`config.mk`:
```
export PLATFORM = sky130hd
export DESIGN_NAME = mlh_out_fifo_flat
export DESIGN_NICKNAME = d
export VERILOG_FILES = /design/src/rtl/mlh_pkg.sv /design/src/rtl/mlh_res_if.sv /design/src/rtl/mlh_out_fifo.sv /design/src/flat_wrapper.sv
export SDC_FILE = /design/constraint.sdc
export NUM_CORES = 1
export LEC_CHECK = 0
export ABC_AREA = 1
export BUFFER_PORTS_ARGS = -buffer_cell sky130_fd_sc_hd__buf_2
export CORE_ASPECT_RATIO = 1.2
export CORE_MARGIN = 2
export CORE_UTILIZATION = 40
export DETAILED_ROUTE_END_ITERATION = 10
export PLACE_DENSITY_LB_ADDON = 0.2
export SYNTH_ARGS = -nofsm -noshare
export SYNTH_HDL_FRONTEND = slang
export SYNTH_SLANG_ARGS = --single-unit
export TNS_END_PERCENT = 30
```
`constraint.sdc`:
```
create_clock -name clk -period 2.26 [get_ports clk]
set_input_delay 0.452 -clock clk [delete_from_list [all_inputs] [get_ports clk]]
set_output_delay 0.452 -clock clk [all_outputs]
set_load 0.02 [all_outputs]
```
`src/rtl/mlh_pkg.sv`:
```
// Shared constants, types and codes for the multilinear hash engine.
// No dependencies; every other RTL file except assert_macros.svh imports this package.
`default_nettype none

package mlh_pkg;

  localparam int KEY_WORDS   = 64;
  localparam int KEY_AW      = $clog2(KEY_WORDS);
  localparam int KEY_W       = 64;
  localparam int HALF_W      = KEY_W / 2;
  localparam int KEY_INDEX_W = 6;
  localparam int WORD_W      = 32;
  localparam int WORD_BYTES  = WORD_W / 8;
  localparam int CNT_W       = 3;
  localparam int LEN_W       = 32;
  localparam int HASH_W      = 32;

  localparam int CHUNK_WORDS = 8;
  localparam int CHUNK_BYTES = WORD_BYTES * CHUNK_WORDS;
  localparam int CHUNK_LG    = $clog2(CHUNK_BYTES);

  // Result buffer; also bounds the number of results in flight.
  localparam int OUT_DEPTH = 4;
  localparam int OUT_AW    = $clog2(OUT_DEPTH);
  localparam int PEND_W    = $clog2(OUT_DEPTH + 1);

  localparam logic [CNT_W-1:0] FULL_WORD_BYTES = CNT_W'(WORD_BYTES);

  typedef enum logic {
    OP_KEY_LOAD = 1'b0,
    OP_DATA     = 1'b1
  } op_t;

  typedef logic [KEY_AW-1:0] key_addr_t;

  typedef struct packed {
    logic             we;
    key_addr_t        waddr;
    logic [KEY_W-1:0] wdata;
    key_addr_t        raddr_a;
    key_addr_t        raddr_b;
  } ram_req_t;

  typedef struct packed {
    logic              valid;
    logic              last;
    logic [WORD_W-1:0] word;
    logic [LEN_W-1:0]  length;
  } mac_cmd_t;

endpackage

`default_nettype wire

```
`src/rtl/mlh_res_if.sv`:
```
// Result channel: valid/ready handshake plus the 32-bit hash value.
// Depends on mlh_pkg for the field width.
`default_nettype none

interface mlh_res_if;
  import mlh_pkg::*;

  logic              valid;
  logic              ready;
  logic [HASH_W-1:0] hash_value;

  modport source (output valid, hash_value, input ready);
  modport sink   (input valid, hash_value, output ready);
endinterface

`default_nettype wire

```
`src/rtl/mlh_out_fifo.sv`:
```
// Result buffer driving the output channel.
// Depends on mlh_pkg and mlh_res_if.
`default_nettype none

module mlh_out_fifo (
  input  logic                       clk,
  input  logic                       rst,
  input  logic                       push,
  input  logic [mlh_pkg::HASH_W-1:0] push_hash,
  mlh_res_if.source                  result,
  output logic                       pop
);
  import mlh_pkg::*;

  logic [HASH_W-1:0] slots [OUT_DEPTH];
  logic [OUT_AW-1:0] wr_ptr;
  logic [OUT_AW-1:0] rd_ptr;
  logic [PEND_W-1:0] count;

  assign result.valid      = (count != '0);
  assign result.hash_value = slots[rd_ptr];
  assign pop               = result.valid && result.ready;

  always_ff @(posedge clk) begin
    if (rst) begin
      wr_ptr <= '0;
      rd_ptr <= '0;
      count  <= '0;
    end else begin
      if (push) begin
        wr_ptr <= wr_ptr + 1'b1;
      end
      if (pop) begin
        rd_ptr <= rd_ptr + 1'b1;
      end
      if (push && !pop) begin
        count <= count + 1'b1;
      end else if (!push && pop) begin
        count <= count - 1'b1;
      end
    end
    if (push) begin
      slots[wr_ptr] <= push_hash;
    end
  end
endmodule

`default_nettype wire

```
`src/flat_wrapper.sv`:
```
// flat-port wrapper written by rule: the top's interface ports become plain ports
module mlh_out_fifo_flat import mlh_pkg::*;
  (clk, rst, push, push_hash, pop, result_valid, result_hash_value, result_ready);
  mlh_res_if result_i ();
  input  logic clk;
  input  logic rst;
  input  logic push;
  input  logic [mlh_pkg::HASH_W-1:0] push_hash;
  output logic pop;
  output wire logic [$bits(result_i.valid)-1:0] result_valid;
  output wire logic [$bits(result_i.hash_value)-1:0] result_hash_value;
  input wire logic [$bits(result_i.ready)-1:0] result_ready;
  assign result_valid = result_i.valid;
  assign result_hash_value = result_i.hash_value;
  assign result_i.ready = result_ready;
  mlh_out_fifo u_core (.clk(clk), .rst(rst), .push(push), .push_hash(push_hash), .result(result_i), .pop(pop));
endmodule
```
==> results.yml, run 1 <==
final_layout:
  num-nets-final: 496
  fin_cells: 632
  area_growth_pct: 22.0
  mostFrequentLayoutCells: "edfxtp_1 (128), nor2_1 (71), buf_2 (69)"
  final_common_cell: "edfxtp_1"
  drive_gt1_share_pct: 24.6
floorplan:
  die_w_um: 108
  rows: 45
  start_util_pct: 41.2
  dieArea_um2: 14000
  die_height_um: 129
  ios: 70
  core_area_um2: 12700
place:
  port_buffers: 69
  dpl_worst_slack_ns: 0.485
  hpwl_mm: 6.30
  place_congestion: 0.755
  place_inst: 599
critical_path:
  critPathLaunchType: "flop"
  setup.worst_path.end_class: "primary output"
  cp_cell_sequence: "buf_12 -> o21ai_0 -> o22ai_1 -> buf_2"
  cp_data_required_time_ns: 1.81
  crit_arrival_ns: 1.64
  timing.rr.start: "u_core.count[0]"
  cpMaxStageDelayCell: "dfxtp_2"
  critPathMaxStageDelay_ns: 0.41
  critical_path_class: "flop to primary output"
  cp_max_fo: 47
worst_hold_path:
  worstHoldPathType: "input pin to flop"
  min-delay-start: "rst"
detailed_routing:
  drcViolationCount: 0
  ant_nets: 0
  routedWlPerCell_um: 16.0
  drt_iter0_drc: 190
  num_vias: 3116
  dr.pass1.iters: 4
  drt_wl_total_mm: 10.1
  via_per_inst: 4.93
clock_tree:
  cts_tree: "yes"
  cts_hold_buf: 0
  htree_levels: 4
  cts_sinks: 137
  worst_skew_pair.late_latency_ns: 0.40
  post_cts_buffers: 0
  root_buffer: "clkbuf_16"
  clockBufferDepth: 2
  ctsResizeCount: 0
  cts_buffers: 17
  path_clk_slew_ns: 0.05
logic_synthesis:
  synth_nets: 414
  ys_top_cells_by_area: "edfxtp_1 (73%), nor2_1 (5.1%), o22ai_1 (3.8%), o21ai_0 (3.7%), dfxtp_1 (3.4%)"
  syn_area_um2: 5240
  ys_seq_elements: 137
  synth.top_cell.area_share_pct: 73.4
  syn-instance-count: 372
  yosysUniqueCellTypes: 20
  yosysSeqAreaShare_pct: 76.8
  synth_top_cell_by_area: "edfxtp_1"
  avgSynthCellArea_um2: 14.1
  ys_warn_count: 0
power:
  clockPowerShare_pct: 38.4
  p_sw_mw: 2.15
  p_total_mw: 7.56
  power.internal_mw: 5.40
  pwr-share-comb_pct: 22.0
  ir_drop_mv: 0.571
  pwr-share-seq_pct: 39.7
  power.share.switching_pct: 28.5
  p_leak_nw: 2.33
  power.density_nw_per_um2: 1180
sta:
  whs_ns: 0.239
  final-hold-violation-count: 0
  relSlewSlack_pct: 75.6
  rsz0062_at_grt: "false"
  clock_skew_ns: 0.00566
  fin_crit_ns: 2.09
  worst_pin_slew_ns: 0.365
  min_period_over_period_pct: 92.5
  fin_ws_ns: 0.169
  finalMaxSlewViolations: 0
  setup_viol: 0
  tns_ns: 0
  fmax_mhz: 478
global_route:
  grt_max_degree: 65
  grt_pass1_wl_mm: 15.8
  grt_util_all_layers_pct: 15.3
  grt_overflow_total: 0
  antenna_found_initial: 1
  grt_pass1_vias: 3052
run:
  cap_violations: 0
outcome:
  status: "finished clean"
-- flip-flops by register name, indices dropped and copies added (netlist names), named ones only --
register	flops
u_core.slots	128
u_core.wr_ptr	2
u_core.rd_ptr	2
u_core.count	3
-- metal layers --
layer | share of wire [%] | GRT usage, % | vias to the layer above
met2 | 51 | 25.9 | 53
met4 | 1.4 | 5.35 | 0
met3 | 3.7 | 4.78 | 11
met5 | 0 | 0 | -
met1 | 44 | 18.5 | 1509
li1 | - | - | 1543
-- cells in the mapped netlist (all sizes together) --
cell,n
nand3,2
a21oi,4
nand2,15
clkbuf,1
inv,17
o22ai,32
edfxtp,128
dfxtp,9
fa,1
ha,5
nor2,71
o21ai,67
buf,18
nand3b,1
xor2,1
-- power by group through the flow --
stage	Combinational (mW)	Clock, mW	Sequential [mW]
finish	1.66	2.90	3.00
global route	1.85	3.06	3.01
CTS	1.70	2.96	3.00
detailed placement	1.69	0	3.05
global placement	1.67	0	3.04
floorplan	1.21	0	3.03
-- through the flow --
step / util [%] / area [um^2]
final: 50.2 / 6390
after global routing: 50.2 / 6390
after CTS: 50.2 / 6390
after detailed placement: 45.2 / 5760
after global placement: 45.2 / 5760
after floorplan: - / 5240
-- critical path, delay by kind of cell (launching register included) --
kind	cells	cell delay [ns]
AO/OA/AOI/OAI	2	0.37
buffers and inverters	2	0.46
flip-flops	1	0.41
-- final timing paths --
kind,end,slack [ns],cells past startpoint
hold / removal,u_core.count[0],0.24,2
setup reg to reg,u_core.count[2],0.51,12
hold reg to reg,u_core.count[1],0.52,2
setup / recovery,result_hash_value[18],0.17,4
-- cell type report --
cell class | count | area, um^2
sequential | 137 | 4030
tap | 164 | 205
clock buffer | 18 | 429
clock inverter | 14 | 204
multi-input combinational | 199 | 987
timing repair buffer | 82 | 468
fill | 1120 | 6330
antenna | 1 | 2.50
inverter | 17 | 71.3
-- cells by family after synthesis --
kind of cell               Yosys count  synth area share (%)
xor gates and xnor gates             1                 0.167
buffers and inverters               36                  4.37
and+or+nand+nor                     89                  6.49
DFF                                137                  76.8
AOI/OAI and AO/OA                  103                  10.6
adders and majority gates            6                  1.58
Note: power is estimated with default switching activity, not from simulation.
==> run 2, diff against run 1 <==
--- a/config.mk
+++ b/config.mk
@@ -8,7 +8,6 @@
 export ABC_AREA = 1
 export BUFFER_PORTS_ARGS = -buffer_cell sky130_fd_sc_hd__buf_2
 export CORE_ASPECT_RATIO = 1.2
-export CORE_MARGIN = 2
 export CORE_UTILIZATION = 40
 export DETAILED_ROUTE_END_ITERATION = 10
 export PLACE_DENSITY_LB_ADDON = 0.2
==> results.yml, run 2 (same netlist as run 1, synthesis figures left out) <==
floorplan:
  core_area_um2: 12700
  start_util_pct: 41.2
  dieArea_um2: 13600
  die_w_um: 106
  rows: 45
  ios: 70
  die_height_um: 127
clock_tree:
  cts_tree: "yes"
  post_cts_buffers: 0
  cts_buffers: 17
  path_clk_slew_ns: 0.05
  htree_levels: 4
  cts_sinks: 137
  clockBufferDepth: 2
  worst_skew_pair.late_latency_ns: 0.40
  root_buffer: "clkbuf_16"
detailed_routing:
  drt_wl_total_mm: 10.3
  routedWlPerCell_um: 16.4
  dr.pass1.iters: 4
  ant_nets: 0
  drcViolationCount: 0
  drt_iter0_drc: 221
  via_per_inst: 5.02
  num_vias: 3169
sta:
  fin_crit_ns: 2.19
  tns_ns: 0
  relSlewSlack_pct: 68.7
  clock_skew_ns: 0.00526
  finalMaxSlewViolations: 0
  setup_viol: 0
  min_period_over_period_pct: 97.1
  final-hold-violation-count: 0
  rsz0062_at_grt: "true"
  fmax_mhz: 456
  worst_pin_slew_ns: 0.467
final_layout:
  mostFrequentLayoutCells: "edfxtp_1 (128), nor2_1 (71), buf_2 (69)"
  largest_reg_flops: 128
  drive_gt1_share_pct: 24.2
  area_growth_pct: 21.9
  final_common_cell: "edfxtp_1"
  num-nets-final: 496
  largest_register: "u_core.slots"
  reg_top3: "u_core.slots x128, u_core.count x3"
  antenna_cells: 0
  fin_cells: 631
place:
  place_congestion: 0.712
  port_buffers: 69
  hpwl_mm: 6.15
  place_inst: 599
global_route:
  grt_util_all_layers_pct: 16.7
  grt_overflow_total: 0
  grt_max_degree: 65
  grt_pass1_wl_mm: 16.6
  grt_pass1_vias: 3158
  antenna_found_initial: 0
power:
  power.density_nw_per_um2: 1190
  ir_drop_mv: 0.482
  p_leak_nw: 2.34
  p_total_mw: 7.57
outcome:
  status: "finished clean"
critical_path:
  setup.worst_path.end_class: "primary output"
  cp_data_required_time_ns: 1.81
  rr_worst_depth: 12
  critical_path_class: "flop to primary output"
  crit_arrival_ns: 1.74
  critPathLaunchType: "flop"
  cp_max_fo: 64
worst_hold_path:
  min_delay_path_depth: 2
  worstHoldPathType: "input pin to flop"
run:
  cap_violations: 0
run 2: cell types whose count changed in the layout (fill, tap and decap cells not counted), sizes merged:
cell and delta:
clkinv -6, inv +4, clkbuf +1, clkinvlp +1, diode -1
run 2: area by class of cell:
type,instances,area (um^2)
Fill cell,1134,6330
Sequential cell,137,4030
Multi-Input combinational cell,199,987
Timing Repair Buffer,82,463
Clock buffer,19,433
Tap cell,164,205
Clock inverter,13,200
Inverter,17,73.8
run 2: timing repair:
item / 4_1_cts / 5_1_grt
setup endpoints to repair: 22 / 9
pin swaps: 0 / 0
hold buffers: 0 / 0
gates resized for setup: 2 / 2
cloned: 0 / 0
run 2: layer usage:
layer	wire length (um)	vias up	GRT usage, %
li1	-	1539	-
met1	4460	1562	20.7
met2	5370	64	27.9
met3	429	4	4.95
met4	79	0	6.12
met5	0	-	0
run 2: critical path, stage by stage (launching register included):
cell and delay (ns):
dfxtp_4 0.43, inv_8 0.32, o21ai_0 0.13, o22ai_1 0.23, buf_2 0.22
run 2: path summary, 6_finish.rpt:
check	startpoint	end	slack [ns]
setup / recovery	flop	result_hash_value[24]	0.07
hold / removal	rst	u_core.count[0]	0.25
setup reg to reg	u_core.count[0]	u_core.count[2]	0.49
hold reg to reg	u_core.count[1]	u_core.count[1]	0.50
run 2: metrics by stage:
step / hold WS (ns) / area (um^2) / util [%] / worst slack, ns
final: 0.250 / 6390 / 50.2 / 0.0663
after global routing: 0.244 / 6390 / 50.2 / -0.0143
after CTS: 0.233 / 6380 / 50.2 / 0.00487
after detailed placement: 0.492 / 5740 / 45.1 / 0.317
after global placement: 0.480 / 5740 / 45.1 / 0.351
after floorplan: 0.459 / 5240 / - / 0.529
run 2: power by group:
group | switching, mW | total, mW | internal (mW)
clock network | 0.974 | 2.92 | 1.95
registers | 0.0961 | 3.03 | 2.93
logic | 1.11 | 1.62 | 0.519
total | 2.18 | 7.57 | 5.40
==> run 3, diff against run 2 <==
--- a/config.mk
+++ b/config.mk
@@ -10,6 +10,7 @@
 export CORE_ASPECT_RATIO = 1.2
 export CORE_UTILIZATION = 40
 export DETAILED_ROUTE_END_ITERATION = 10
+export GPL_TIMING_DRIVEN = 0
 export PLACE_DENSITY_LB_ADDON = 0.2
 export SYNTH_ARGS = -nofsm -noshare
 export SYNTH_HDL_FRONTEND = slang
==> constraint.sdc (replaced) <==
create_clock -name clk -period 2.3 [get_ports clk]
set_input_delay 0.46 -clock clk [delete_from_list [all_inputs] [get_ports clk]]
set_output_delay 0.46 -clock clk [all_outputs]
set_load 0.02 [all_outputs]
==> results.yml, run 3 (same netlist as run 1, synthesis figures left out) <==
outcome:
  status: "finished clean"
detailed_routing:
  drt_iter0_drc: 165
  drt_wl_total_mm: 11.2
  routedWlPerCell_um: 17.6
  via_per_inst: 5.09
  dr.pass1.iters: 4
  ant_nets: 0
  num_vias: 3247
  drcViolationCount: 0
final_layout:
  final_common_cell: "edfxtp_1"
  fin_cells: 638
  final_area_um2: 6430
  reg_top3: "u_core.slots x128, u_core.count x3"
  drive_gt1_share_pct: 26.4
  num-nets-final: 502
  largest_reg_flops: 128
  area_growth_pct: 22.8
  mostFrequentLayoutCells: "edfxtp_1 (128), buf_2 (75), nor2_1 (71)"
  largest_register: "u_core.slots"
critical_path:
  cp_max_fo: 10
  crit_arrival_ns: 1.72
  critPathLaunchType: "flop"
  worst-path-buf-inv: 2
  setup.worst_path.end_class: "primary output"
  cpMaxStageDelayCell: "dfxtp_1"
  rr_worst_depth: 12
  worst_path_most_repeated_cell: "buf_2"
  reg2reg_to: "u_core.count[2]"
  critical_path_class: "flop to primary output"
  cp_cell_sequence: "buf_2 -> o21ai_0 -> o22ai_1 -> buf_2"
  ff2ff_setup_slack_ns: 0.53
  critPathMaxStageDelay_ns: 0.44
  crit_family: "buffers and inverters"
  timing.rr.start: "u_core.count[0]"
  cp_data_required_time_ns: 1.84
clock_tree:
  clockBufferDepth: 2
  worst_skew_pair.late_latency_ns: 0.40
  cts_hold_buf: 0
  cts_sinks: 137
  cts_tree: "yes"
  path_clk_slew_ns: 0.06
  cts_buffers: 17
  root_buffer: "clkbuf_16"
  htree_levels: 4
global_route:
  grt_util_all_layers_pct: 17.5
  grt_max_degree: 33
  grt_pass1_vias: 3235
  grt_overflow_total: 0
  antenna_found_initial: 0
  grt_pass1_wl_mm: 17.2
sta:
  final-hold-violation-count: 0
  worst_pin_slew_ns: 0.853
  whs_ns: 0.253
  fin_crit_ns: 2.18
  tns_ns: 0
  clock_skew_ns: 0.00420
  finalMaxSlewViolations: 0
  setup_viol: 0
  min_period_over_period_pct: 94.9
  rsz0062_at_grt: "false"
  fmax_mhz: 458
  relSlewSlack_pct: 43.1
worst_hold_path:
  min-delay-start: "rst"
  worstHoldPathType: "input pin to flop"
  min_to: "u_core.count[0]"
  min_delay_path_depth: 2
power:
  p_total_mw: 7.60
  power.density_nw_per_um2: 1180
  p_leak_nw: 2.37
  ir_drop_mv: 0.489
place:
  place_area_um2: 5790
  port_buffers: 69
  hpwl_mm: 6.43
  place_congestion: 0.660
  place_inst: 605
floorplan:
  rows: 45
  start_util_pct: 41.2
  die_w_um: 106
  die_height_um: 127
  core_area_um2: 12700
  ios: 70
  dieArea_um2: 13600
run:
  cap_violations: 0
[run 3: metrics by stage]
| step | utilization, % | worst slack (ns) |
|---|---|---|
| finish | 50.6 | 0.117 |
| global route | 50.5 | 0.0177 |
| CTS | 50.5 | 0.00156 |
| detailed placement | 45.5 | 0.441 |
| global placement | 45.5 | 0.0259 |
| floorplan | - | 0.569 |
[run 3: what timing repair did]
| item | 4_1_cts | 5_1_grt |
|---|---|---|
| endpoints found under the setup margin | 0 | 9 |
| gates resized for setup | 0 | 2 |
| setup buffers | 0 | 0 |
[run 3: how the worst max path moves through the flow]
stage	endpoint	slack, ns	depth (start not counted)
floorplan	u_core.count[2]	0.57	12
global placement	u_core.slots[0][4]	0.03	3
detailed placement	result_hash_value[2]	0.44	4
CTS	result_hash_value[2]	0.002	4
global route	result_hash_value[31]	0.02	5
finish	result_hash_value[8]	0.12	4
[run 3: cell type report]
class,count,area (um^2)
Sequential cell,137,4020
Fill cell,1132,6290
Antenna cell,1,2.50
Clock inverter,11,169
Multi-Input combinational cell,199,987
Tap cell,164,205
Timing Repair Buffer,69,345
Clock buffer,21,470
Buffer,19,159
Inverter,17,71.3
[run 3: metal layers]
layer  routed length, um  vias to the layer above  global-route usage (%)
met5                   0                        -                       0
met4                 148                        0                    6.53
met3                 518                       11                    5.05
met2                5760                       79                    29.9
met1                4800                     1613                    20.8
li1                    -                     1544                       -
[run 3: power by group]
part / total, mW / switching [mW] / internal [mW]
Sequential: 2.94 / 0.0591 / 2.88
Clock: 2.86 / 0.964 / 1.90
Combinational: 1.80 / 1.21 / 0.595
[run 3: worst reg2reg max path: cells and delay by family (launching register included)]
family        cells  cell delay, ns
fa+ha+maj         2            0.57
buf+inv           2            0.14
simple gates      8            0.63
flops             1            0.34
