--- config.mk ---
export PLATFORM = sky130hd
export DESIGN_NAME = mlh_seq_flat
export DESIGN_NICKNAME = d
export VERILOG_FILES = /design/src/rtl/mlh_pkg.sv /design/src/rtl/mlh_msg_if.sv /design/src/rtl/mlh_seq.sv /design/src/flat_wrapper.sv
export SDC_FILE = /design/constraint.sdc
export NUM_CORES = 1
export LEC_CHECK = 0
export BUFFER_PORTS_ARGS = -buffer_cell sky130_fd_sc_hd__buf_2
export CAP_MARGIN = 10
export CORE_UTILIZATION = 45
export DETAILED_ROUTE_END_ITERATION = 12
export PLACE_DENSITY = 0.78
export RECOVER_POWER = 50
export SLEW_MARGIN = 20
export SYNTH_ARGS = -nofsm -noshare
export SYNTH_HDL_FRONTEND = slang
export SYNTH_SLANG_ARGS = --single-unit
--- constraint.sdc ---
create_clock -name clk -period 6.3 [get_ports clk]
set_clock_uncertainty 0.15 [all_clocks]
set_input_delay 0.315 -clock clk [delete_from_list [all_inputs] [get_ports clk]]
set_output_delay 0.315 -clock clk [all_outputs]
set_load 0.02 [all_outputs]
--- src/rtl/mlh_pkg.sv ---
// Shared constants, types and codes for the multilinear hash engine.
// No dependencies; every other RTL file except assert_macros.svh imports this package.
`default_nettype none

package mlh_pkg;

  localparam int KEY_WORDS   = 64;
  localparam int KEY_AW      = $clog2(KEY_WORDS);
  localparam int KEY_W       = 64;
  localparam int HALF_W      = KEY_W / 2;
  localparam int KEY_INDEX_W = 6;
  localparam int WORD_W      = 32;
  localparam int WORD_BYTES  = WORD_W / 8;
  localparam int CNT_W       = 3;
  localparam int LEN_W       = 32;
  localparam int HASH_W      = 32;

  localparam int CHUNK_WORDS = 8;
  localparam int CHUNK_BYTES = WORD_BYTES * CHUNK_WORDS;
  localparam int CHUNK_LG    = $clog2(CHUNK_BYTES);

  // Result buffer; also bounds the number of results in flight.
  localparam int OUT_DEPTH = 4;
  localparam int OUT_AW    = $clog2(OUT_DEPTH);
  localparam int PEND_W    = $clog2(OUT_DEPTH + 1);

  localparam logic [CNT_W-1:0] FULL_WORD_BYTES = CNT_W'(WORD_BYTES);

  typedef enum logic {
    OP_KEY_LOAD = 1'b0,
    OP_DATA     = 1'b1
  } op_t;

  typedef logic [KEY_AW-1:0] key_addr_t;

  typedef struct packed {
    logic             we;
    key_addr_t        waddr;
    logic [KEY_W-1:0] wdata;
    key_addr_t        raddr_a;
    key_addr_t        raddr_b;
  } ram_req_t;

  typedef struct packed {
    logic              valid;
    logic              last;
    logic [WORD_W-1:0] word;
    logic [LEN_W-1:0]  length;
  } mac_cmd_t;

endpackage

`default_nettype wire

--- src/rtl/mlh_msg_if.sv ---
// Input word channel: valid/ready handshake plus the message/key payload.
// Depends on mlh_pkg for field widths.
`default_nettype none

interface mlh_msg_if;
  import mlh_pkg::*;

  logic                   valid;
  logic                   ready;
  logic                   operation;
  logic [KEY_INDEX_W-1:0] key_index;
  logic [KEY_W-1:0]       key_value;
  logic [WORD_W-1:0]      data_word;
  logic [CNT_W-1:0]       byte_count;
  logic                   last_word;

  modport source (
    output valid, operation, key_index, key_value, data_word, byte_count, last_word,
    input  ready
  );

  modport sink (
    input  valid, operation, key_index, key_value, data_word, byte_count, last_word,
    output ready
  );
endinterface

`default_nettype wire

--- src/rtl/mlh_seq.sv ---
// Front end: input handshake, word masking, position and length counters,
// key table addressing and the count of outstanding results. Depends on mlh_pkg and mlh_msg_if.
`default_nettype none

module mlh_seq (
  input  logic              clk,
  input  logic              rst,
  mlh_msg_if.sink           msg,
  input  logic              pop,
  output mlh_pkg::ram_req_t ram,
  output mlh_pkg::mac_cmd_t cmd
);
  import mlh_pkg::*;

  key_addr_t         position;
  logic [LEN_W-1:0]  length;
  logic              tail;
  key_addr_t         tail_addr;
  logic [PEND_W-1:0] pending;

  logic              cmd_valid;
  logic              cmd_last;
  logic [WORD_W-1:0] cmd_word;
  logic [LEN_W-1:0]  cmd_length;

  logic              accept;
  logic              is_data;
  logic              is_last;
  logic [CNT_W-1:0]  cnt_eff;
  logic [WORD_W-1:0] word_masked;
  logic [LEN_W-1:0]  length_next;
  logic [LEN_W:0]    round_up;
  key_addr_t         k_addr;

  // Hold off during reset, during the extra key read of a final word and when the
  // result buffer could not absorb another result.
  assign msg.ready = !rst && !tail && (pending < PEND_W'(OUT_DEPTH));

  assign accept  = msg.valid && msg.ready;
  assign is_data = (msg.operation == OP_DATA);
  assign is_last = is_data && msg.last_word;

  always_comb begin
    cnt_eff = (msg.byte_count > FULL_WORD_BYTES) ? FULL_WORD_BYTES : msg.byte_count;
    for (int b = 0; b < WORD_BYTES; b++) begin
      word_masked[8*b +: 8] = (CNT_W'(b) < cnt_eff) ? msg.data_word[8*b +: 8] : 8'h00;
    end
    length_next = length + LEN_W'(cnt_eff);
    round_up    = {1'b0, length_next} + (LEN_W+1)'(CHUNK_BYTES - 1);
    // chunk count times chunk size, wrapped to the table
    k_addr      = KEY_AW'(round_up[CHUNK_LG +: KEY_AW] * KEY_AW'(CHUNK_WORDS));
  end

  always_comb begin
    ram.we      = accept && !is_data;
    ram.waddr   = KEY_AW'(msg.key_index);
    ram.wdata   = msg.key_value;
    ram.raddr_a = tail ? tail_addr : position;
    ram.raddr_b = k_addr;
  end

  assign cmd = '{valid: cmd_valid, last: cmd_last, word: cmd_word, length: cmd_length};

  always_ff @(posedge clk) begin
    if (rst) begin
      position  <= '0;
      length    <= '0;
      tail      <= 1'b0;
      pending   <= '0;
      cmd_valid <= 1'b0;
    end else begin
      tail      <= accept && is_last;
      cmd_valid <= accept && is_data;
      if (accept && is_data) begin
        if (is_last) begin
          position <= '0;
          length   <= '0;
        end else begin
          position <= position + 1'b1;
          length   <= length_next;
        end
      end
      if ((accept && is_last) && !pop) begin
        pending <= pending + 1'b1;
      end else if (!(accept && is_last) && pop) begin
        pending <= pending - 1'b1;
      end
    end
    if (accept && is_last) begin
      tail_addr <= k_addr + 1'b1;
    end
    cmd_last   <= is_last;
    cmd_word   <= word_masked;
    cmd_length <= length_next;
  end
endmodule

`default_nettype wire

--- src/flat_wrapper.sv ---
// flat-port wrapper written by rule: the top's interface ports become plain ports
module mlh_seq_flat import mlh_pkg::*;
  (clk, rst, pop, ram, cmd, msg_valid, msg_operation, msg_key_index, msg_key_value, msg_data_word, msg_byte_count, msg_last_word, msg_ready);
  mlh_msg_if msg_i ();
  input  logic clk;
  input  logic rst;
  input  logic pop;
  output mlh_pkg::ram_req_t ram;
  output mlh_pkg::mac_cmd_t cmd;
  input wire logic [$bits(msg_i.valid)-1:0] msg_valid;
  input wire logic [$bits(msg_i.operation)-1:0] msg_operation;
  input wire logic [$bits(msg_i.key_index)-1:0] msg_key_index;
  input wire logic [$bits(msg_i.key_value)-1:0] msg_key_value;
  input wire logic [$bits(msg_i.data_word)-1:0] msg_data_word;
  input wire logic [$bits(msg_i.byte_count)-1:0] msg_byte_count;
  input wire logic [$bits(msg_i.last_word)-1:0] msg_last_word;
  output wire logic [$bits(msg_i.ready)-1:0] msg_ready;
  assign msg_i.valid = msg_valid;
  assign msg_i.operation = msg_operation;
  assign msg_i.key_index = msg_key_index;
  assign msg_i.key_value = msg_key_value;
  assign msg_i.data_word = msg_data_word;
  assign msg_i.byte_count = msg_byte_count;
  assign msg_i.last_word = msg_last_word;
  assign msg_ready = msg_i.ready;
  mlh_seq u_core (.clk(clk), .rst(rst), .msg(msg_i), .pop(pop), .ram(ram), .cmd(cmd));
endmodule
==> reports/summary.txt, run 1 <==
DRT
--------------------------------------------------------------------------------------
DRT iter0 DRCs ..........................................................          299
Total number of vias ....................................................         3946
Post-route ant nets .....................................................            0
Detailed Routing Iterations Pass 1 ......................................            5
DRC .....................................................................            0
Drt via density .........................................................         5.28
Average detailed-routed wire length per instance ........................      18.6 um
Wirelength, routed ......................................................     13900 um

CLOCK NETWORK
--------------------------------------------------------------------------------------
Maximum buffer depth of the clock tree ..................................            2
Total clock sinks .......................................................          111
Clock tree from TritonCTS ...............................................         done
Clock slew at the register clock pins of the worst setup and hold paths .      0.10 ns
Clock insertion delay at the later pin of the skew report ...............      0.37 ns
Library cell used as clock root buffer ..................................     clkbuf_8
Inserted Clock Buffers ..................................................            9
H-tree depth ............................................................            3
Count of buffers added by post-CTS timing repair for setup ..............            0

SETUP PATH
--------------------------------------------------------------------------------------
Startpoint of the worst register-to-register path .......................  u_core.tail
Data arrival at the endpoint of the critical path .......................      3.69 ns
Critical Path Source Type ...............................................    input pin
Endpoint required time on the critical path .............................      6.44 ns
Top fanout value on the critical path ...................................           27
Number of cells on the worst reg-to-reg path ............................           10
Critical path class .....................................................       in2reg
Worst reg2reg setup slack ...............................................      3.30 ns
Endpoint of the worst register-to-register path ......................... u_core.pending[2]
CP endpoint kind ........................................................    flip-flop

LAYOUT
--------------------------------------------------------------------------------------
Fraction of layout instances using a drive strength above 1 .............        0.206
Count of inserted antenna diode cells ...................................            0
Layout overhead on the synthesized area .................................        9.61%
# nets final ............................................................          721
Number of inserted filler cells in the final layout .....................          979

LOGIC SYNTHESIS
--------------------------------------------------------------------------------------
Number of different library cells in the post-synthesis netlist .........           53
YS warnings .............................................................            0
Syn avg cell area .......................................................    9.14 um^2
Synth Flop Type .........................................................      dfxtp_1
Number of synthesized flops with an enable pin ..........................            3
Number of storage elements in the synthesis netlist .....................          111
Synthesized netlist cell count ..........................................          553
Async SR Flop Fraction ..................................................            0
Sequential area share after synthesis ...................................        0.446
Cell area after synthesis ...............................................    5050 um^2

GRT
--------------------------------------------------------------------------------------
Final global-route overflow total .......................................            0
Vias in the first global route ..........................................         3656
Global-route wire length before repair ..................................     20300 um
Number of antenna violations at the first check in global routing .......            0
Maximum number of pins on one net before global-route repair ............           41
Total routing usage reported by global routing ..........................        0.233

HOLD PATH
--------------------------------------------------------------------------------------
Cell count of the worst hold path .......................................            2
Min-Delay Startpoint .................................................... msg_data_word[11]
Path category of the worst min-delay check ..............................       in2reg
Worst-case hold path end point .......................................... u_core.cmd_word[11]

DIE
--------------------------------------------------------------------------------------
Initial core utilization ................................................        0.464
Die Area ................................................................   11700 um^2
Area inside the core boundary ...........................................   10900 um^2
Placement row count .....................................................           38
Die extent in x .........................................................       108 um
I/O pin total ...........................................................          261
Die H ...................................................................       108 um

PWR
--------------------------------------------------------------------------------------
Power per standard cell area ............................................  234 nW/um^2
Maximum resistive drop on vdd ...........................................     0.180 mV
Leakage .................................................................      2.42 nW

TIMING
--------------------------------------------------------------------------------------
Smallest hold slack .....................................................   0.00952 ns
Final setup vio count ...................................................            0
Hold Violations, Final ..................................................            0
Final-layout setup total negative slack .................................         0 ns
Final slew viol count ...................................................            0
Time the worst path needs with I/O delays and setup .....................      3.55 ns
Setup repair after global routing missed its margin .....................           no
Highest attainable clock frequency ......................................      282 MHz
Part of the cycle the worst path needs ..................................        0.564
Actual transition at the worst max-transition pin .......................      1.36 ns
Max transition margin ...................................................       0.0960

PLACED DESIGN
--------------------------------------------------------------------------------------
Number of buffers added on ports ........................................          117
Placer Congestion .......................................................        0.909
Placed wire-length estimate .............................................     10500 um

OUTCOME
--------------------------------------------------------------------------------------
Result of the run .......................................................    completed

FLOW RUN
--------------------------------------------------------------------------------------
Number of maximum-capacitance violations ................................            0

[through the flow]
step,total power [mW],util,setup slack (ns),std cells,area (um^2)
global route,1.35,0.509,2.58,748,5540
CTS,1.31,0.506,2.78,741,5500
global placement,0.854,0.475,2.97,713,5170
detailed placement,0.858,0.475,2.92,713,5170
finish,1.30,0.509,2.75,748,5540
floorplan,0.883,-,3.29,555,5060
[Yosys cell counts (6+ instances only)]
library cell | instances | area (um^2)
a21o_1 | 6 | 45.0
and2_1 | 13 | 81.3
nor2b_1 | 33 | 206
a21oi_1 | 34 | 170
inv_1 | 10 | 37.5
nand3_1 | 14 | 70.1
o21ai_0 | 22 | 110
xnor2_1 | 16 | 140
clkbuf_1 | 20 | 75.1
or3_1 | 9 | 56.3
nand2_1 | 22 | 82.6
buf_4 | 75 | 563
dfxtp_1 | 108 | 2160
nand4_1 | 8 | 50.1
nor2_1 | 42 | 158
nor3_1 | 11 | 55.1
nand2b_1 | 9 | 56.3
xor2_1 | 21 | 184
[how the worst max path moves through the flow]
stage,start,to,slack (ns),cells after the start
4_1_cts,u_core.length[0],ram[5],2.78,10
5_1_grt,msg_byte_count[2],ram[5],2.58,12
3_3_place_gp,msg_byte_count[2],ram[5],2.97,12
2_1_floorplan,u_core.tail,u_core.pending[2],3.29,9
3_5_place_dp,rst,u_core.pending[2],2.92,11
6_report,msg_last_word,u_core.pending[2],2.75,9
[final cells by class]
type / instances / area, um^2 / area share
Clock buffer: 10 / 149 / 0.0269
Inverter: 12 / 45.0 / 0.00813
Multi-Input combinational cell: 331 / 2100 / 0.379
Sequential cell: 111 / 2250 / 0.407
Tap cell: 140 / 175 / 0.0316
Clock inverter: 6 / 65.1 / 0.0117
Timing Repair Buffer: 138 / 756 / 0.136
[sequential cells by signal (all words and copies together) (netlist names)]
name	cells
u_core.cmd_word	32
u_core.cmd_valid	1
u_core.position	6
u_core.tail	1
u_core.pending	3
u_core.tail_addr	3
u_core.cmd_length	32
u_core.cmd_last	1
u_core.length	32
[cells by family (layout without fill, tap and decap cells)]
kind of cell,after synthesis,after routing,synth area share
AO/OA/AOI/OAI,89,89,0.105
AND/OR/NAND/NOR,189,189,0.210
adder cells (fa/ha/maj),7,7,0.0203
other,1,3,0.000742
multiplexers,6,6,0.0129
XOR/XNOR,37,37,0.0641
flip-flops,111,111,0.446
buffers and inverters,113,166,0.141
[critical path, stage by stage]
cell	delay [ns]
clkbuf_1	0.96
inv_1	0.55
nor2_1	0.53
ha_1	0.27
inv_1	0.06
fa_1	0.37
xor2_1	0.16
or3_1	0.30
a21oi_1	0.16
[layout by cell type, fill, tap and decap left out, drive strengths merged, types with 3 or more instances in the layout]
master and count:
dfxtp 108, buf 91, nor2 42, clkbuf 38, a21oi 34, nor2b 33
o21ai 24, nand2 23, xor2 21, dlygate4sd3 19, xnor2 16, nand3 14
and2 13, inv 13, nor3 11, nand2b 9, or3 9, nand4 9
and3 7, a21o 6, nor4 6, a22oi 5, ha 5, a31oi 4
mux2 4, or2 3, conb 3, edfxtp 3, clkinv 3
[routing by layer]
| layer | vias up | wire, um | GRT usage |
|---|---|---|---|
| li1 | 1885 | - | - |
| met1 | 1792 | 4640 | 0.221 |
| met3 | 15 | 2120 | 0.146 |
| met5 | - | 0 | 0 |
| met2 | 254 | 6980 | 0.416 |
| met4 | 0 | 167 | 0.0616 |
[report_power, final]
part           internal, mW  switching (mW)  total (mW)
sequential            0.723         0.00750       0.731
combinational        0.0478          0.0709       0.119
clock                 0.209           0.239       0.448
total                 0.980           0.318        1.30
[repair_timing]
action / in CTS / in global routing
setup endpoints to repair: 0 / 0
hold buffers: 12 / 7
gates resized for setup: 0 / 0
endpoints found under the hold margin: 12 / 7
No activity file was read; power rests on OpenSTA's default activity.
==> inputs of run 2 (changes only) <==
--- a/config.mk
+++ b/config.mk
@@ -5,11 +5,12 @@
 export SDC_FILE = /design/constraint.sdc
 export NUM_CORES = 1
 export LEC_CHECK = 0
+export ABC_AREA = 1
 export BUFFER_PORTS_ARGS = -buffer_cell sky130_fd_sc_hd__buf_2
 export CAP_MARGIN = 10
 export CORE_UTILIZATION = 45
 export DETAILED_ROUTE_END_ITERATION = 12
-export PLACE_DENSITY = 0.78
+export PLACE_DENSITY = 0.77
 export RECOVER_POWER = 50
 export SLEW_MARGIN = 20
 export SYNTH_ARGS = -nofsm -noshare
==> constraint.sdc (replaced) <==
create_clock -name clk -period 3.4 [get_ports clk]
set_clock_uncertainty 0.15 [all_clocks]
set_input_delay 0.17 -clock clk [delete_from_list [all_inputs] [get_ports clk]]
set_output_delay 0.17 -clock clk [all_outputs]
set_load 0.02 [all_outputs]
==> reports/summary.txt, run 2 <==
OUTCOME
--------------------------------------------------------------------------------------
Result of the run .......................................................    completed

DRT
--------------------------------------------------------------------------------------
Detailed Routing Iterations Pass 1 ......................................            4   -1
Drt via density .........................................................         4.65   -12%
Total number of vias ....................................................         4220   +6.9%
DRC .....................................................................            0   unchanged
DRT iter0 DRCs ..........................................................          335   +12%
Average detailed-routed wire length per instance ........................      12.5 um   -33%
Post-route ant nets .....................................................            0   unchanged
Wirelength, routed ......................................................     11400 um   -18%

SETUP PATH
--------------------------------------------------------------------------------------
Count of buffering cells on the critical path with inverters included ...            2   -1
Kind of cell with the highest combined delay on the critical path .......  adder cells
Slowest cell on crit path ...............................................         fa_1
Data arrival at the endpoint of the critical path .......................      2.49 ns   -1.20 ns
Stage delay of the slowest cell on the critical path ....................      0.45 ns   -0.51 ns
Critical path class .....................................................      reg2out
Endpoint required time on the critical path .............................      3.08 ns   -3.36 ns
Top fanout value on the critical path ...................................            5   -81%
Ordered list of cells on the worst path ................................. ha_1 > inv_1 > fa_1 > o21ai_4 > nand2_4 > xnor2_2 > nand3_1 > and2_1 > buf_2
CP endpoint kind ........................................................   output pin
Worst reg2reg setup slack ...............................................      0.99 ns   -2.31 ns
Critical Path Source Type ...............................................    flip-flop

LAYOUT
--------------------------------------------------------------------------------------
# nets final ............................................................          882   +22%
Number of inserted filler cells in the final layout .....................         1015   +3.7%
Largest registers ranked by flip-flop count ............................. u_core.cmd_length (32), u_core.cmd_word (32), u_core.length (32)
Design area .............................................................    5880 um^2   +6.2%
Commonest cells after routing, fill and taps aside ...................... 165 x nand2_1, 108 x dfxtp_1, 90 x inv_1
Count of inserted antenna diode cells ...................................            0   unchanged
Layout overhead on the synthesized area .................................        14.9%
Fraction of layout instances using a drive strength above 1 .............        0.158   -0.0480
Most frequent standard cell in the layout excluding fill and tap cells ..      nand2_1

GRT
--------------------------------------------------------------------------------------
Total routing usage reported by global routing ..........................        0.196   -0.0370
Maximum number of pins on one net before global-route repair ............           40   -2.4%
Number of antenna violations at the first check in global routing .......            0   unchanged
Most used routing layer in global routing ...............................         met2
M2 GR Usage .............................................................        0.341   -0.0754
Vias in the first global route ..........................................         3889   +6.4%
Final global-route overflow total .......................................            0   unchanged
Global-route track usage on met3 ........................................       0.0436   -0.102
Met1 Usage GRT ..........................................................        0.232   +0.0104
Global-route wire length before repair ..................................     18000 um   -11%

DIE
--------------------------------------------------------------------------------------
Die H ...................................................................       109 um   +0.62%
I/O pin total ...........................................................          261   unchanged
Die extent in x .........................................................       109 um   +0.62%
Initial core utilization ................................................        0.466   +0.00179
Die Area ................................................................   11800 um^2   +1.2%
Area inside the core boundary ...........................................   11000 um^2   +0.87%
Placement row count .....................................................           38   unchanged

PWR
--------------------------------------------------------------------------------------
Maximum resistive drop on vdd ...........................................     0.308 mV   +71%
Clk pwr share ...........................................................        0.402   +0.057
Final Power .............................................................      2.63 mW   +100%
Power per standard cell area ............................................  447 nW/um^2   +91%
Switching fraction of total power .......................................        0.225   -0.0204
Logic pwr share .........................................................        0.083   -0.008
Leakage .................................................................      2.72 nW   +12%
P_sw ....................................................................     0.590 mW   +86%
Reg power frac ..........................................................        0.515   -0.048
Cell-internal power .....................................................      2.04 mW   +110%

TIMING
--------------------------------------------------------------------------------------
Hold Violations, Final ..................................................            0   unchanged
Time the worst path needs with I/O delays and setup .....................      2.81 ns
Highest attainable clock frequency ......................................      355 MHz
Crit path setup slack, layout ...........................................     0.585 ns   -2.16 ns
Max transition margin ...................................................        0.442   +0.346
Part of the cycle the worst path needs ..................................        0.828
Final setup vio count ...................................................            0   unchanged
Final slew viol count ...................................................            0   unchanged
Smallest hold slack .....................................................    0.0436 ns   +0.0341 ns
Setup repair after global routing missed its margin .....................           no
Actual transition at the worst max-transition pin .......................     0.830 ns   -0.526 ns
Final-layout setup total negative slack .................................         0 ns   unchanged

LOGIC SYNTHESIS
--------------------------------------------------------------------------------------
Number of storage elements in the synthesis netlist .....................          111   unchanged
Area share of the largest cell type after synthesis .....................        0.422   -0.00533
Synthesized netlist cell count ..........................................          685   +24%
Number of different library cells in the post-synthesis netlist .........           36   -32%
Area contributors post-synth ............................................ dfxtp_1 42%, nand2_1 12%, buf_4 11%
Async SR Flop Fraction ..................................................            0   unchanged
Synth Flop Type .........................................................      dfxtp_1
Synth cell count leaders ................................................ 165 x nand2_1, 108 x dfxtp_1, 90 x inv_1
Sequential area share after synthesis ...................................        0.440   -0.00556
Number of synthesized flops with an enable pin ..........................            3   unchanged
Cell area after synthesis ...............................................    5120 um^2   +1.3%
YS warnings .............................................................            0   unchanged
Syn avg cell area .......................................................    7.47 um^2   -18%
Library cell with the largest summed area after synthesis ...............      dfxtp_1
Most common cell in the synthesized netlist .............................      nand2_1

FLOW RUN
--------------------------------------------------------------------------------------
Number of maximum-capacitance violations ................................            0   unchanged

PLACED DESIGN
--------------------------------------------------------------------------------------
Number of buffers added on ports ........................................          117   unchanged
Post-placement worst setup slack ........................................     0.789 ns   -2.13 ns
Placed wire-length estimate .............................................      8010 um   -24%
Cell area after placement ...............................................    5270 um^2   +1.9%
Placer Congestion .......................................................        0.932   +2.6%

CLOCK NETWORK
--------------------------------------------------------------------------------------
Inserted Clock Buffers ..................................................            9   unchanged
Total clock sinks .......................................................          111   unchanged
Clock tree from TritonCTS ...............................................         done
Clock insertion delay at the later pin of the skew report ...............      0.34 ns   -0.03 ns
H-tree depth ............................................................            3   unchanged
Number of gates given a new drive strength after cts ....................            0   unchanged
Maximum buffer depth of the clock tree ..................................            2   unchanged
Library cell used as clock root buffer ..................................    clkbuf_16
Clock slew at the register clock pins of the worst setup and hold paths .      0.07 ns   -0.03 ns

HOLD PATH
--------------------------------------------------------------------------------------
Path category of the worst min-delay check ..............................       in2reg

-- run 2: changes by cell type after synthesis, moves of 9 or more --
cell and change:
inv_1 +80, nand2_1 +143, xor2_1 -15, nor2_1 +43, o21ai_0 -15, clkbuf_1 -12
nand2b_1 -9, xnor2_1 -14, nand3_1 +23, nor2b_1 -33, or3_1 -9
-- run 2: path summary, 6_finish.rpt --
path | start | end | depth (start not counted)
max | u_core.length[0] | ram[4] | 9
min | msg_valid | u_core.tail | 3
max reg2reg | u_core.tail | u_core.pending[2] | 10
min reg2reg | u_core.pending[1] | u_core.pending[1] | 2
-- run 2: logic make-up after synthesis --
kind of cell / count (synthesis) / synth area share
other cells: 1 / 0.000733
fa+ha+maj: 7 / 0.0200
buf+inv: 178 / 0.189
compound gates: 53 / 0.0562
flops: 111 / 0.440
simple gates: 325 / 0.274
xor+xnor: 10 / 0.0200
-- run 2: power groups by stage --
stage	logic (mW)	registers, mW	clock network (mW)
2_1_floorplan	0.207	1.42	0
3_3_place_gp	0.187	1.38	0
3_5_place_dp	0.189	1.38	0
4_1_cts	0.220	1.35	1.08
5_1_grt	0.241	1.36	1.14
6_report	0.219	1.35	1.06
-- run 2: per-stage QoR --
| step | std cells | utilization |
|---|---|---|
| floorplan | 687 | - |
| global placement | 858 | 0.479 |
| detailed placement | 858 | 0.479 |
| CTS | 908 | 0.539 |
| global route | 908 | 0.535 |
| finish | 908 | 0.535 |
-- run 2: cell type report --
| class | count | area, um^2 | area share |
|---|---|---|---|
| Clock inverter | 2 | 38.8 | 0.00660 |
| Tap cell | 140 | 175 | 0.0298 |
| Sequential cell | 111 | 2250 | 0.383 |
| Multi-Input combinational cell | 398 | 1900 | 0.324 |
| Timing Repair Buffer | 153 | 908 | 0.154 |
| Inverter | 91 | 342 | 0.0581 |
| Clock buffer | 13 | 260 | 0.0443 |
-- run 2: routing by layer --
layer / vias up / part of all wire
li1: 2168 / -
met1: 1865 / 0.45
met2: 157 / 0.46
met3: 30 / 0.071
met4: 0 / 0.023
met5: - / 0
-- run 2: what timing repair did --
item	4_1_cts	5_1_grt
hold buffers	35	0
buffers inserted	0	0
hold endpoints to repair	35	0
-- run 2: tightest hold or removal path, delay by kind of cell --
family | cells | cell delay (ns)
buffers and inverters | 1 | 0.13
and+or+nand+nor | 2 | 0.19
